**src/frp_pkg.sv**
```systemverilog
package frp_pkg;

    // Frame delimiters.
    localparam logic [7:0] START_MARK = 8'h02;
    localparam logic [7:0] END_MARK   = 8'h03;

    // Reset value of the command payload limit register.
    localparam logic [15:0] CMD_LIMIT_RESET = 16'd2048;

    // Number of check bytes that follow the payload.
    localparam logic [2:0] CHECK_BYTES = 3'd4;

    // Input kinds.
    localparam logic KIND_BYTE  = 1'b0;
    localparam logic KIND_CLEAR = 1'b1;

    // Result event codes.
    localparam logic [2:0] EV_NONE      = 3'd0;
    localparam logic [2:0] EV_PRINT     = 3'd1;
    localparam logic [2:0] EV_CMD       = 3'd2;
    localparam logic [2:0] EV_DONE      = 3'd3;
    localparam logic [2:0] EV_TOO_LARGE = 3'd4;
    localparam logic [2:0] EV_FULL      = 3'd5;
    localparam logic [2:0] EV_NO_END    = 3'd6;

    // One input item.
    typedef struct packed {
        logic       kind;
        logic [7:0] rx_byte;
    } frp_in_t;

    // One result item.
    typedef struct packed {
        logic [2:0]  event_res;
        logic [15:0] write_addr;
        logic [7:0]  write_data;
        logic [7:0]  frame_type;
        logic [7:0]  frame_index;
        logic [15:0] frame_len;
        logic [16:0] print_count;
        logic        resynced;
    } frp_out_t;

    // Control handed from the pipeline to the parser.
    typedef struct packed {
        logic       step;
        logic [15:0] cmd_limit;
    } frp_ctrl_t;

endpackage

```
**src/framed_packet_receiver.sv**
```systemverilog
// Framed packet receiver: parses a byte stream of frames (start byte 0x02,
// type, index, 16-bit little-endian length, payload, four unchecked check
// bytes, end byte 0x03) and returns one result item for every input item.
// Payload bytes of print frames (type 0) come out as writes at the running
// print count, those of other frames as writes at their payload offset.
// The block takes one item per clock cycle while its results are taken;
// each item passes an input register and then a result register before
// its result is offered. The frame state is updated once per item, which
// is what sets that rate. A waiting result lets at most one more
// item into the input register; after that the input is held off until the
// result is taken. The command payload limit is written through the
// configuration channel, which is always ready; it resets to 2048.
module framed_packet_receiver #(
    parameter int PRINT_BUFFER_BYTES = 65536
) (
    input  logic              clk,
    input  logic              rst_n,
    input  logic              in_valid,
    output logic              in_ready,
    input  frp_pkg::frp_in_t  in_data,
    output logic              out_valid,
    input  logic              out_ready,
    output frp_pkg::frp_out_t out_data,
    input  logic              cfg_valid,
    output logic              cfg_ready,
    input  logic [15:0]       cfg_data
);

    logic               in_valid_reg;
    frp_pkg::frp_in_t   in_item_reg;
    logic               out_valid_reg;
    frp_pkg::frp_out_t  out_item_reg;
    logic [15:0]        cmd_limit_reg;
    logic               advance;
    frp_pkg::frp_ctrl_t ctrl;
    frp_pkg::frp_out_t  result;

    // The result register can take a new item when empty or being drained.
    assign advance   = !out_valid_reg || out_ready;
    assign in_ready  = !in_valid_reg || advance;
    assign cfg_ready = 1'b1;

    assign ctrl.step      = in_valid_reg && advance;
    assign ctrl.cmd_limit = cmd_limit_reg;

    assign out_valid = out_valid_reg;
    assign out_data  = out_item_reg;

    // Configuration register.
    always_ff @(posedge clk or negedge rst_n)
    begin
        if (!rst_n)
        begin
            cmd_limit_reg <= frp_pkg::CMD_LIMIT_RESET;
        end
        else if (cfg_valid && cfg_ready)
        begin
            cmd_limit_reg <= cfg_data;
        end
    end

    // Input register.
    always_ff @(posedge clk or negedge rst_n)
    begin
        if (!rst_n)
        begin
            in_valid_reg <= 1'b0;
        end
        else if (in_valid && in_ready)
        begin
            in_valid_reg <= 1'b1;
        end
        else if (ctrl.step)
        begin
            in_valid_reg <= 1'b0;
        end
    end

    always_ff @(posedge clk)
    begin
        if (in_valid && in_ready)
        begin
            in_item_reg <= in_data;
        end
    end

    frp_parser #(
        .PRINT_BUFFER_BYTES(PRINT_BUFFER_BYTES)
    ) u_parser (
        .clk    (clk),
        .rst_n  (rst_n),
        .ctrl   (ctrl),
        .item   (in_item_reg),
        .result (result)
    );

    // Result register.
    always_ff @(posedge clk or negedge rst_n)
    begin
        if (!rst_n)
        begin
            out_valid_reg <= 1'b0;
        end
        else if (advance)
        begin
            out_valid_reg <= in_valid_reg;
        end
    end

    always_ff @(posedge clk)
    begin
        if (ctrl.step)
        begin
            out_item_reg <= result;
        end
    end

endmodule

```
**src/frp_parser.sv**
```systemverilog
module frp_parser #(
    parameter int PRINT_BUFFER_BYTES = 65536
) (
    input  logic              clk,
    input  logic              rst_n,
    input  frp_pkg::frp_ctrl_t ctrl,
    input  frp_pkg::frp_in_t  item,
    output frp_pkg::frp_out_t result
);

    localparam int FILL_W = $clog2(PRINT_BUFFER_BYTES + 1);
    localparam int SUM_W  = ((FILL_W > 16) ? FILL_W : 16) + 1;

    typedef enum logic [7:0] {
        PH_WAIT    = 8'b0000_0001,
        PH_TYPE    = 8'b0000_0010,
        PH_INDEX   = 8'b0000_0100,
        PH_LEN_LO  = 8'b0000_1000,
        PH_LEN_HI  = 8'b0001_0000,
        PH_PAYLOAD = 8'b0010_0000,
        PH_CHECK   = 8'b0100_0000,
        PH_END     = 8'b1000_0000
    } frp_phase_t;

    frp_phase_t        phase_reg, phase_next;
    logic [7:0]        type_reg, type_next;
    logic [7:0]        index_reg, index_next;
    logic [15:0]       len_reg, len_next;
    logic [15:0]       pos_reg, pos_next;
    logic [2:0]        check_reg, check_next;
    logic [FILL_W-1:0] fill_reg, fill_next;
    logic [FILL_W-1:0] start_fill_reg, start_fill_next;

    logic [7:0]        b;
    logic [15:0]       len_full;
    logic [SUM_W-1:0]  fill_sum;
    logic [15:0]       pos_inc;
    logic [2:0]        check_inc;
    logic [FILL_W-1:0] rollback_fill;
    logic              abort;
    logic              keep_hdr;
    logic [15:0]       kept_len;
    logic [2:0]        ev;
    logic [15:0]       addr;
    logic [7:0]        data;
    logic              resync;

    assign b         = item.rx_byte;
    assign len_full  = {b, len_reg[7:0]};
    assign fill_sum  = SUM_W'(fill_reg) + SUM_W'(len_full);
    assign pos_inc   = pos_reg + 16'd1;
    assign check_inc = check_reg + 3'd1;

    // An aborted print frame gives back the bytes it had already written.
    assign rollback_fill = (type_reg == 8'd0 && fill_reg > start_fill_reg) ?
                           start_fill_reg : fill_reg;

    // Parse one item against the current frame state.
    always_comb
    begin
        phase_next      = phase_reg;
        type_next       = type_reg;
        index_next      = index_reg;
        len_next        = len_reg;
        pos_next        = pos_reg;
        check_next      = check_reg;
        fill_next       = fill_reg;
        start_fill_next = start_fill_reg;
        ev              = frp_pkg::EV_NONE;
        addr            = 16'd0;
        data            = 8'd0;
        resync          = 1'b0;
        abort           = 1'b0;
        keep_hdr        = 1'b0;
        kept_len        = len_reg;

        if (item.kind == frp_pkg::KIND_CLEAR)
        begin
            fill_next = '0;
        end
        else
        begin
            case (phase_reg)
                PH_WAIT:
                begin
                    if (b == frp_pkg::START_MARK)
                    begin
                        start_fill_next = fill_reg;
                        phase_next      = PH_TYPE;
                    end
                end
                PH_TYPE:
                begin
                    type_next  = b;
                    phase_next = PH_INDEX;
                end
                PH_INDEX:
                begin
                    index_next = b;
                    phase_next = PH_LEN_LO;
                end
                PH_LEN_LO:
                begin
                    len_next   = {8'd0, b};
                    phase_next = PH_LEN_HI;
                end
                PH_LEN_HI:
                begin
                    len_next = len_full;
                    kept_len = len_full;
                    if (type_reg != 8'd0 && len_full > ctrl.cmd_limit)
                    begin
                        ev       = frp_pkg::EV_TOO_LARGE;
                        keep_hdr = 1'b1;
                        abort    = 1'b1;
                    end
                    else if (type_reg == 8'd0 &&
                             fill_sum > SUM_W'(PRINT_BUFFER_BYTES))
                    begin
                        ev       = frp_pkg::EV_FULL;
                        keep_hdr = 1'b1;
                        abort    = 1'b1;
                    end
                    else if (len_full == 16'd0)
                    begin
                        check_next = 3'd0;
                        phase_next = PH_CHECK;
                    end
                    else
                    begin
                        phase_next = PH_PAYLOAD;
                    end
                end
                PH_PAYLOAD:
                begin
                    data = b;
                    if (type_reg == 8'd0)
                    begin
                        ev        = frp_pkg::EV_PRINT;
                        addr      = 16'(fill_reg);
                        fill_next = fill_reg + FILL_W'(1);
                    end
                    else
                    begin
                        ev   = frp_pkg::EV_CMD;
                        addr = pos_reg;
                    end
                    pos_next = pos_inc;
                    if (pos_inc == len_reg)
                    begin
                        check_next = 3'd0;
                        phase_next = PH_CHECK;
                    end
                end
                PH_CHECK:
                begin
                    check_next = check_inc;
                    if (check_inc == frp_pkg::CHECK_BYTES)
                    begin
                        phase_next = PH_END;
                    end
                end
                PH_END:
                begin
                    keep_hdr = 1'b1;
                    if (b == frp_pkg::END_MARK)
                    begin
                        ev         = frp_pkg::EV_DONE;
                        phase_next = PH_WAIT;
                        type_next  = 8'd0;
                        index_next = 8'd0;
                        len_next   = 16'd0;
                        pos_next   = 16'd0;
                        check_next = 3'd0;
                    end
                    else
                    begin
                        ev    = frp_pkg::EV_NO_END;
                        abort = 1'b1;
                    end
                end
                default:
                begin
                    phase_next = PH_WAIT;
                end
            endcase

            // Abort: roll back the print count, drop the frame, and restart
            // at once when the offending byte is itself a start byte.
            if (abort)
            begin
                fill_next  = rollback_fill;
                type_next  = 8'd0;
                index_next = 8'd0;
                len_next   = 16'd0;
                pos_next   = 16'd0;
                check_next = 3'd0;
                phase_next = PH_WAIT;
                if (b == frp_pkg::START_MARK)
                begin
                    start_fill_next = rollback_fill;
                    phase_next      = PH_TYPE;
                    resync          = 1'b1;
                end
            end
        end
    end

    // Assemble the result item.
    always_comb
    begin
        result.event_res   = ev;
        result.write_addr  = addr;
        result.write_data  = data;
        result.frame_type  = keep_hdr ? type_reg : type_next;
        result.frame_index = keep_hdr ? index_reg : index_next;
        result.frame_len   = keep_hdr ? kept_len : len_next;
        result.print_count = 17'(fill_next);
        result.resynced    = resync;
    end

    // Frame state advances once per parsed item.
    always_ff @(posedge clk or negedge rst_n)
    begin
        if (!rst_n)
        begin
            phase_reg      <= PH_WAIT;
            type_reg       <= 8'd0;
            index_reg      <= 8'd0;
            len_reg        <= 16'd0;
            pos_reg        <= 16'd0;
            check_reg      <= 3'd0;
            fill_reg       <= '0;
            start_fill_reg <= '0;
        end
        else if (ctrl.step)
        begin
            phase_reg      <= phase_next;
            type_reg       <= type_next;
            index_reg      <= index_next;
            len_reg        <= len_next;
            pos_reg        <= pos_next;
            check_reg      <= check_next;
            fill_reg       <= fill_next;
            start_fill_reg <= start_fill_next;
        end
    end

endmodule

```
**config.mk**
```make
export PLATFORM = sky130hd
export DESIGN_NAME = framed_packet_receiver
export DESIGN_NICKNAME = d
export VERILOG_FILES = /design/src/frp_pkg.sv /design/src/framed_packet_receiver.sv /design/src/frp_parser.sv
export SDC_FILE = /design/constraint.sdc
export NUM_CORES = 1
export LEC_CHECK = 0
export CORE_UTILIZATION = 35
export DETAILED_ROUTE_END_ITERATION = 12
export DONT_BUFFER_PORTS = 1
export PLACE_DENSITY_LB_ADDON = 0.1
export SYNTH_ARGS = -nofsm -noshare
export SYNTH_HDL_FRONTEND = slang
export SYNTH_SLANG_ARGS = --single-unit
```
**constraint.sdc**
```tcl
create_clock -name clk -period 6.06 [get_ports clk]
set_input_delay 0.909 -clock clk [delete_from_list [all_inputs] [get_ports clk]]
set_output_delay 0.909 -clock clk [all_outputs]
set_load 0.02 [all_outputs]
```
==> flow_summary.toml, run 1 <==
[outcome]
outcome = "finished, final reports clean"

[critical_path]
rrSetupSlack_ps = 1350
start_kind = "flop"
critPathKind = "reg -> reg"
crit_slowest_cell = "edfxtp_1"
reg2reg_depth = 11
max_stage_delay_ps = 640
crit_chain = "ha_1, a21oi_1, nor3_1, or4_1, a311o_1, nor4bb_1, nand4b_1, a211o_1, buf_4, o21ai_1, a22o_1"
path_buf_inv = 1
reg2reg_to = "u_parser.len_reg[0]"
end_kind = "flop"
path_max_fanout = 13
r2r_start = "in_item_reg[0]"
crit_arrival_ps = 5110
critPathTopFamily = "compound AO/OA/AOI/OAI gates"
required_ps = 6460

[floorplan]
start_util_pct = 36.0
ios = 110
die_area_um2 = 33500
design.core.area_um2 = 31900
rows = 65
die_y_um = 183
dieWidth_um = 183

[sta]
maxSlewHeadroom_pct = 32.0
worst_slack_ps = 1350
final_max_slew_viol_count = 0
finalSetupViolCount = 0
finalCritPeriodShare_pct = 77.7
rsz0062_at_grt = "false"
max_freq_ghz = 0.212
fin_skew_ps = 19.6
worstMarginPinSlew_ps = 1020
finalHoldViolations = 0
setup-tns-final_ps = 0
period_minus_slack_ps = 4710

[global_routing]
grt_use_total_pct = 21.9
grt_pass1_wl_um = 54400
grt_max_degree = 112
antenna_found_initial = 4
grt_overflow = 0
grt_pass1_vias = 8690

[route]
wirelength_um = 35600
drt-pass1-iter-count = 5
vias_per_cell = 5.73
ant_nets = 0
wl_per_cell_um = 22.9
dr_total_vias = 8922
drc = 0
drt_iter0_drc = 783

[logic_synthesis]
syn_avg_cell_area_um2 = 10.1
synthFlopType = "dfrtp_1"
yosysSeqAreaShare_pct = 46.7
syn_inst = 1134
ys_ff_latch = 197
async_flop_share_pct = 56.3
yosys.cell_types.count = 86
synth_area_um2 = 11500
synth_edf_count = 86
synth_fp_nets = 1218
yosysWarnings = 0

[hold_path]
hold_class = "in -> async"

[clock_tree]
clkLatencyLatePin_ps = 470
cts_hold_buf = 0
root_buffer = "clkbuf_16"
tritoncts = "yes"
cts_buffers = 17
clk_pin_slew_ps = 90
clockBufferDepth = 2
cts.sinks = 197
postCtsSetupBuffers = 0
cts-resized-gates = 0
ctsHtreeMaxLevel = 4

[final_layout]
largest_reg_flops = 77
final_nets = 1192
drive_gt1_share_pct = 10.5
area_growth_pct = 8.70

[placed_design]
pre_cts_slack_ps = 1470
gp_congestion = 0.839
dp_hpwl_um = 24500
portBuffers = 0

[run]
max_cap_violations = 0

[power_and_ir_drop]
max-vdd-ir-drop_v = 0.000229
powerDensity_nw_per_um2 = 330
leakagePower_nw = 5.19
[where the power goes]
| group | total (W) | internal, W | leakage (nW) | switching [W] |
|---|---|---|---|---|
| Combinational | 0.000950 | 0.000425 | 2.59 | 0.000526 |
| Sequential | 0.00195 | 0.00163 | 2.31 | 0.000321 |
| Clock | 0.00121 | 0.000598 | 0.293 | 0.000616 |
[stage by stage]
step	instances	hold WS (ps)	utilization, %	power (W)	area (µm²)
5_1_grt	1556	101	39.1	0.00433	12500
6_report	1557	128	39.1	0.00411	12500
3_3_place_gp	1524	479	37.2	0.00293	11900
4_1_cts	1556	108	39.1	0.00415	12500
3_5_place_dp	1524	480	37.2	0.00293	11900
2_1_floorplan	1134	462	-	0.00260	11500
[worst reg2reg max path: cells and delay by family (launching register included)]
kind | cells | cell delay (ps)
and+or+nand+nor | 4 | 1340
adders and majority gates | 1 | 540
DFF | 1 | 640
buffers and inverters | 1 | 270
AOI/OAI and AO/OA | 5 | 1870
[layout by cell type, fill, tap and decap left out, drive strengths merged, types with 13 or more instances in the layout]
cell	instances
a211oi	17
nand3	23
nor2	70
nand4	15
and3	25
nand2	117
dfrtp	109
a22o	41
ha	53
a31oi	27
a21oi	72
mux2	45
o21ai	53
buf	18
xnor2	13
inv	60
edfxtp	86
mux2i	18
a21o	17
clkbuf	18
nor3	32
[synth_stat cells (30+ instances only)]
| cell type | count | area [µm²] |
|---|---|---|
| a22o_1 | 41 | 359 |
| nand2_1 | 117 | 439 |
| edfxtp_1 | 86 | 2580 |
| nor2_1 | 70 | 263 |
| clkbuf_1 | 46 | 173 |
| ha_1 | 53 | 663 |
| mux2_2 | 41 | 462 |
| a21oi_1 | 71 | 355 |
| inv_1 | 52 | 195 |
| o21ai_0 | 51 | 255 |
| nor3_1 | 30 | 150 |
| dfrtp_1 | 109 | 2730 |
[area by class of cell]
type                            count  area, µm²
Tap cell                          435        544
Fill cell                        3224      19400
Sequential cell                   197       5360
Timing Repair Buffer               18        135
Inverter                           53        201
Clock buffer                       18        429
Clock inverter                     14        183
Antenna cell                        1       2.50
Multi-Input combinational cell    821       5620
[routing by layer]
metal | share of wire [%] | track usage [%] | vias to the layer above | wire [µm]
li1 | - | - | 4178 | -
met1 | 47 | 30.2 | 4447 | 16700
met2 | 46 | 33.9 | 253 | 16200
met3 | 5.4 | 4.88 | 40 | 1930
met4 | 2.0 | 7.03 | 4 | 698
met5 | 0.065 | 0 | - | 23
[cells by family after synthesis]
| group | share of synthesized area [%] |
|---|---|
| AO/OA/AOI/OAI | 18.6 |
| XOR/XNOR | 1.83 |
| adder cells (fa/ha/maj) | 5.95 |
| buffers and inverters | 4.48 |
| flip-flops | 46.7 |
| multiplexers | 5.98 |
| other | 0.0327 |
| AND/OR/NAND/NOR | 16.5 |
[worst max path at each step]
stage,endpoint,depth (start not counted),from,slack [ps]
3_5_place_dp,u_parser.len_reg[7],11,in_item_reg[0],1470
3_3_place_gp,u_parser.len_reg[4],11,in_item_reg[0],1550
4_1_cts,u_parser.len_reg[0],11,in_item_reg[0],1450
5_1_grt,u_parser.len_reg[7],11,in_item_reg[0],1120
2_1_floorplan,u_parser.fill_reg[2],6,out_ready,1950
6_report,u_parser.len_reg[0],11,in_item_reg[0],1350
No activity file was read; power rests on OpenSTA's default activity.
==> run 2, diff against run 1 <==
ABC_AREA = 1   (was not set)
clock period = 4.2 ns   (was 6.06 ns; I/O delays follow)
==> run 2 against run 1 <==
Effect of this change:
- total power rose by 83%
- combinational power increased to 2.9 times the previous value
- critical path depth rose by 9
- critical path type unchanged
==> flow_summary.toml, run 2 <==
[outcome]
outcome = "finished, final reports clean"

[clock_tree]
clockBufferDepth = 2
cts-resized-gates = 0
cts.sinks = 197
ctsHtreeMaxLevel = 4
tritoncts = "yes"
cts_hold_buf = 2
root_buffer = "clkbuf_16"
cts_buffers = 17
postCtsSetupBuffers = 0
clkLatencyLatePin_ps = 460
clk_pin_slew_ps = 70

[logic_synthesis]
synth_edf_count = 86
synth_area_um2 = 12700
post-synth-top-count-cell = "nand2_1"
yosys.cell_types.count = 46
synth_fp_nets = 1794
syn_inst = 1710
async_flop_share_pct = 56.3
synthTopCellsByArea = "dfrtp_1 (22%), edfxtp_1 (20%), nand2_1 (16%)"
ys_ff_latch = 197
synth_top_area_share_pct = 21.5
yosysWarnings = 0
synthFlopType = "dfrtp_1"
yosysSeqAreaShare_pct = 42.3
synth_area_leader_cell = "dfrtp_1"
syn_avg_cell_area_um2 = 7.41
netlist_top_cells_count = "nand2_1 (542), inv_1 (207), nor2_1 (120)"

[sta]
finalCritPeriodShare_pct = 85.8
maxSlewHeadroom_pct = 22.7
finalSetupViolCount = 0
setup-tns-final_ps = 0
fin_skew_ps = 16.3
hold_slack_ps = 137
worstMarginPinSlew_ps = 1150
period_minus_slack_ps = 3600
rsz0062_at_grt = "false"
final_max_slew_viol_count = 0
max_freq_ghz = 0.277
finalHoldViolations = 0

[run]
max_cap_violations = 0

[floorplan]
rows = 69
die_area_um2 = 37000
ios = 110
die_y_um = 192
dieWidth_um = 192
start_util_pct = 35.6
design.core.area_um2 = 35600

[power_and_ir_drop]
p_seq_share_pct = 40.0
swShare_pct = 43.3
combinationalPowerShare_pct = 36.7
powerDensity_nw_per_um2 = 547
intPower_w = 0.00427
clock_power_share_pct = 23.3
max-vdd-ir-drop_v = 0.000314
netSwitchingPower_w = 0.00327
leakagePower_nw = 6.37

[critical_path]
required_ps = 4520
critPathKind = "reg -> reg"
end_kind = "flop"
path_max_fanout = 25
crit_arrival_ps = 3920
start_kind = "flop"

[global_routing]
grt_overflow = 0
grt_max_degree = 110
antenna_found_initial = 0
grt_pass1_vias = 10900
grt_pass1_wl_um = 65800
grt_use_total_pct = 23.7

[route]
wl_per_cell_um = 19.7
drc = 0
dr_total_vias = 11400
drt-pass1-iter-count = 5
drt_iter0_drc = 972
ant_nets = 0
wirelength_um = 42400
vias_per_cell = 5.27

[final_layout]
drive_gt1_share_pct = 5.07
final_nets = 1767
multi_input_area_um2 = 6180
largest_reg_flops = 77
diodes = 0
final_cell_mix = "nand2_1 (541), inv_1 (206), nor2_1 (119)"
area_growth_pct = 8.89
seq_area_um2 = 5360
final_common_cell = "nand2_1"
n_fill_cell = 3750

[hold_path]
hold_class = "in -> async"

[placed_design]
portBuffers = 0
dp_hpwl_um = 29100
gp_congestion = 0.882
[run 2: metal layers]
metal  up-vias  share of wire, %  global-route usage (%)
li1       5591                 -                       -
met1      5436                46                    32.7
met2       294                47                    38.6
met3        37               4.7                    3.49
met4         0               1.7                    5.78
met5         -                 0                       0
[run 2: final cells by class]
cell class | instances | share of cell area (%)
multi-input cells | 1221 | 44.8
flip-flops and latches | 197 | 38.9
inverters | 219 | 5.98
well taps | 461 | 4.18
clock buffers | 24 | 3.58
repair buffers | 27 | 1.81
clock inverters | 8 | 0.807
[run 2: cells by family (layout without fill, tap and decap cells)]
logic type	after synthesis	in the layout	synth area share (%)
other	1	1	0.0296
multiplexers	1	1	0.0889
AND/OR/NAND/NOR	900	900	30.8
adder cells (fa/ha/maj)	54	54	5.39
buffers and inverters	292	278	9.06
AO/OA/AOI/OAI	237	237	10.4
XOR/XNOR	28	28	1.94
flip-flops	197	197	42.3
[run 2: power groups by stage]
stage,sequential [W],clock (W),combinational (W)
floorplan,0.00288,0,0.00201
global placement,0.00306,0,0.00271
detailed placement,0.00306,0,0.00272
CTS,0.00302,0.00180,0.00276
global route,0.00306,0.00187,0.00316
finish,0.00302,0.00176,0.00277
[run 2: worst max-delay path: stages, from the launching register on]
cell and delay [ps]:
dfrtp_1 510, ha_1 290, inv_1 80, fa_1 400
inv_1 140, nand3_1 80, nand3_1 180, nand2_1 100
nand2_1 80, nand2_1 80, nand2_1 70, nand2_1 40
nand2_1 100, nor2_1 50, nand4_1 90, nand3_2 180
nand3_4 220, nand2_1 90, inv_2 430, nand2_1 110
nand3_1 110
[run 2: path summary, 6_finish.rpt]
kind	start	end	slack (ps)	cells past startpoint
setup / recovery	u_parser.fill_reg[0]	out_data[49]	600	20
hold / removal	rst_n	u_parser.fill_reg[10]	140	1
setup reg to reg	u_parser.fill_reg[0]	out_data[49]	600	20
hold reg to reg	u_parser.start_fill_reg[7]	u_parser.start_fill_reg[7]	480	2
max in group asynchronous	rst_n	cmd_limit_reg[11]	3220	1
min in group clk	cfg_valid	cmd_limit_reg[11]	260	1
[run 2: per-stage QoR]
step / utilization [%] / worst slack, ps / power [W] / cell area (µm²) / instances
floorplan: - / 436 / 0.00489 / 12700 / 1710
global placement: 37.0 / 717 / 0.00577 / 13200 / 2123
detailed placement: 37.0 / 670 / 0.00578 / 13200 / 2123
CTS: 38.8 / 666 / 0.00758 / 13800 / 2157
global route: 38.8 / 303 / 0.00809 / 13800 / 2157
finish: 38.8 / 595 / 0.00754 / 13800 / 2157
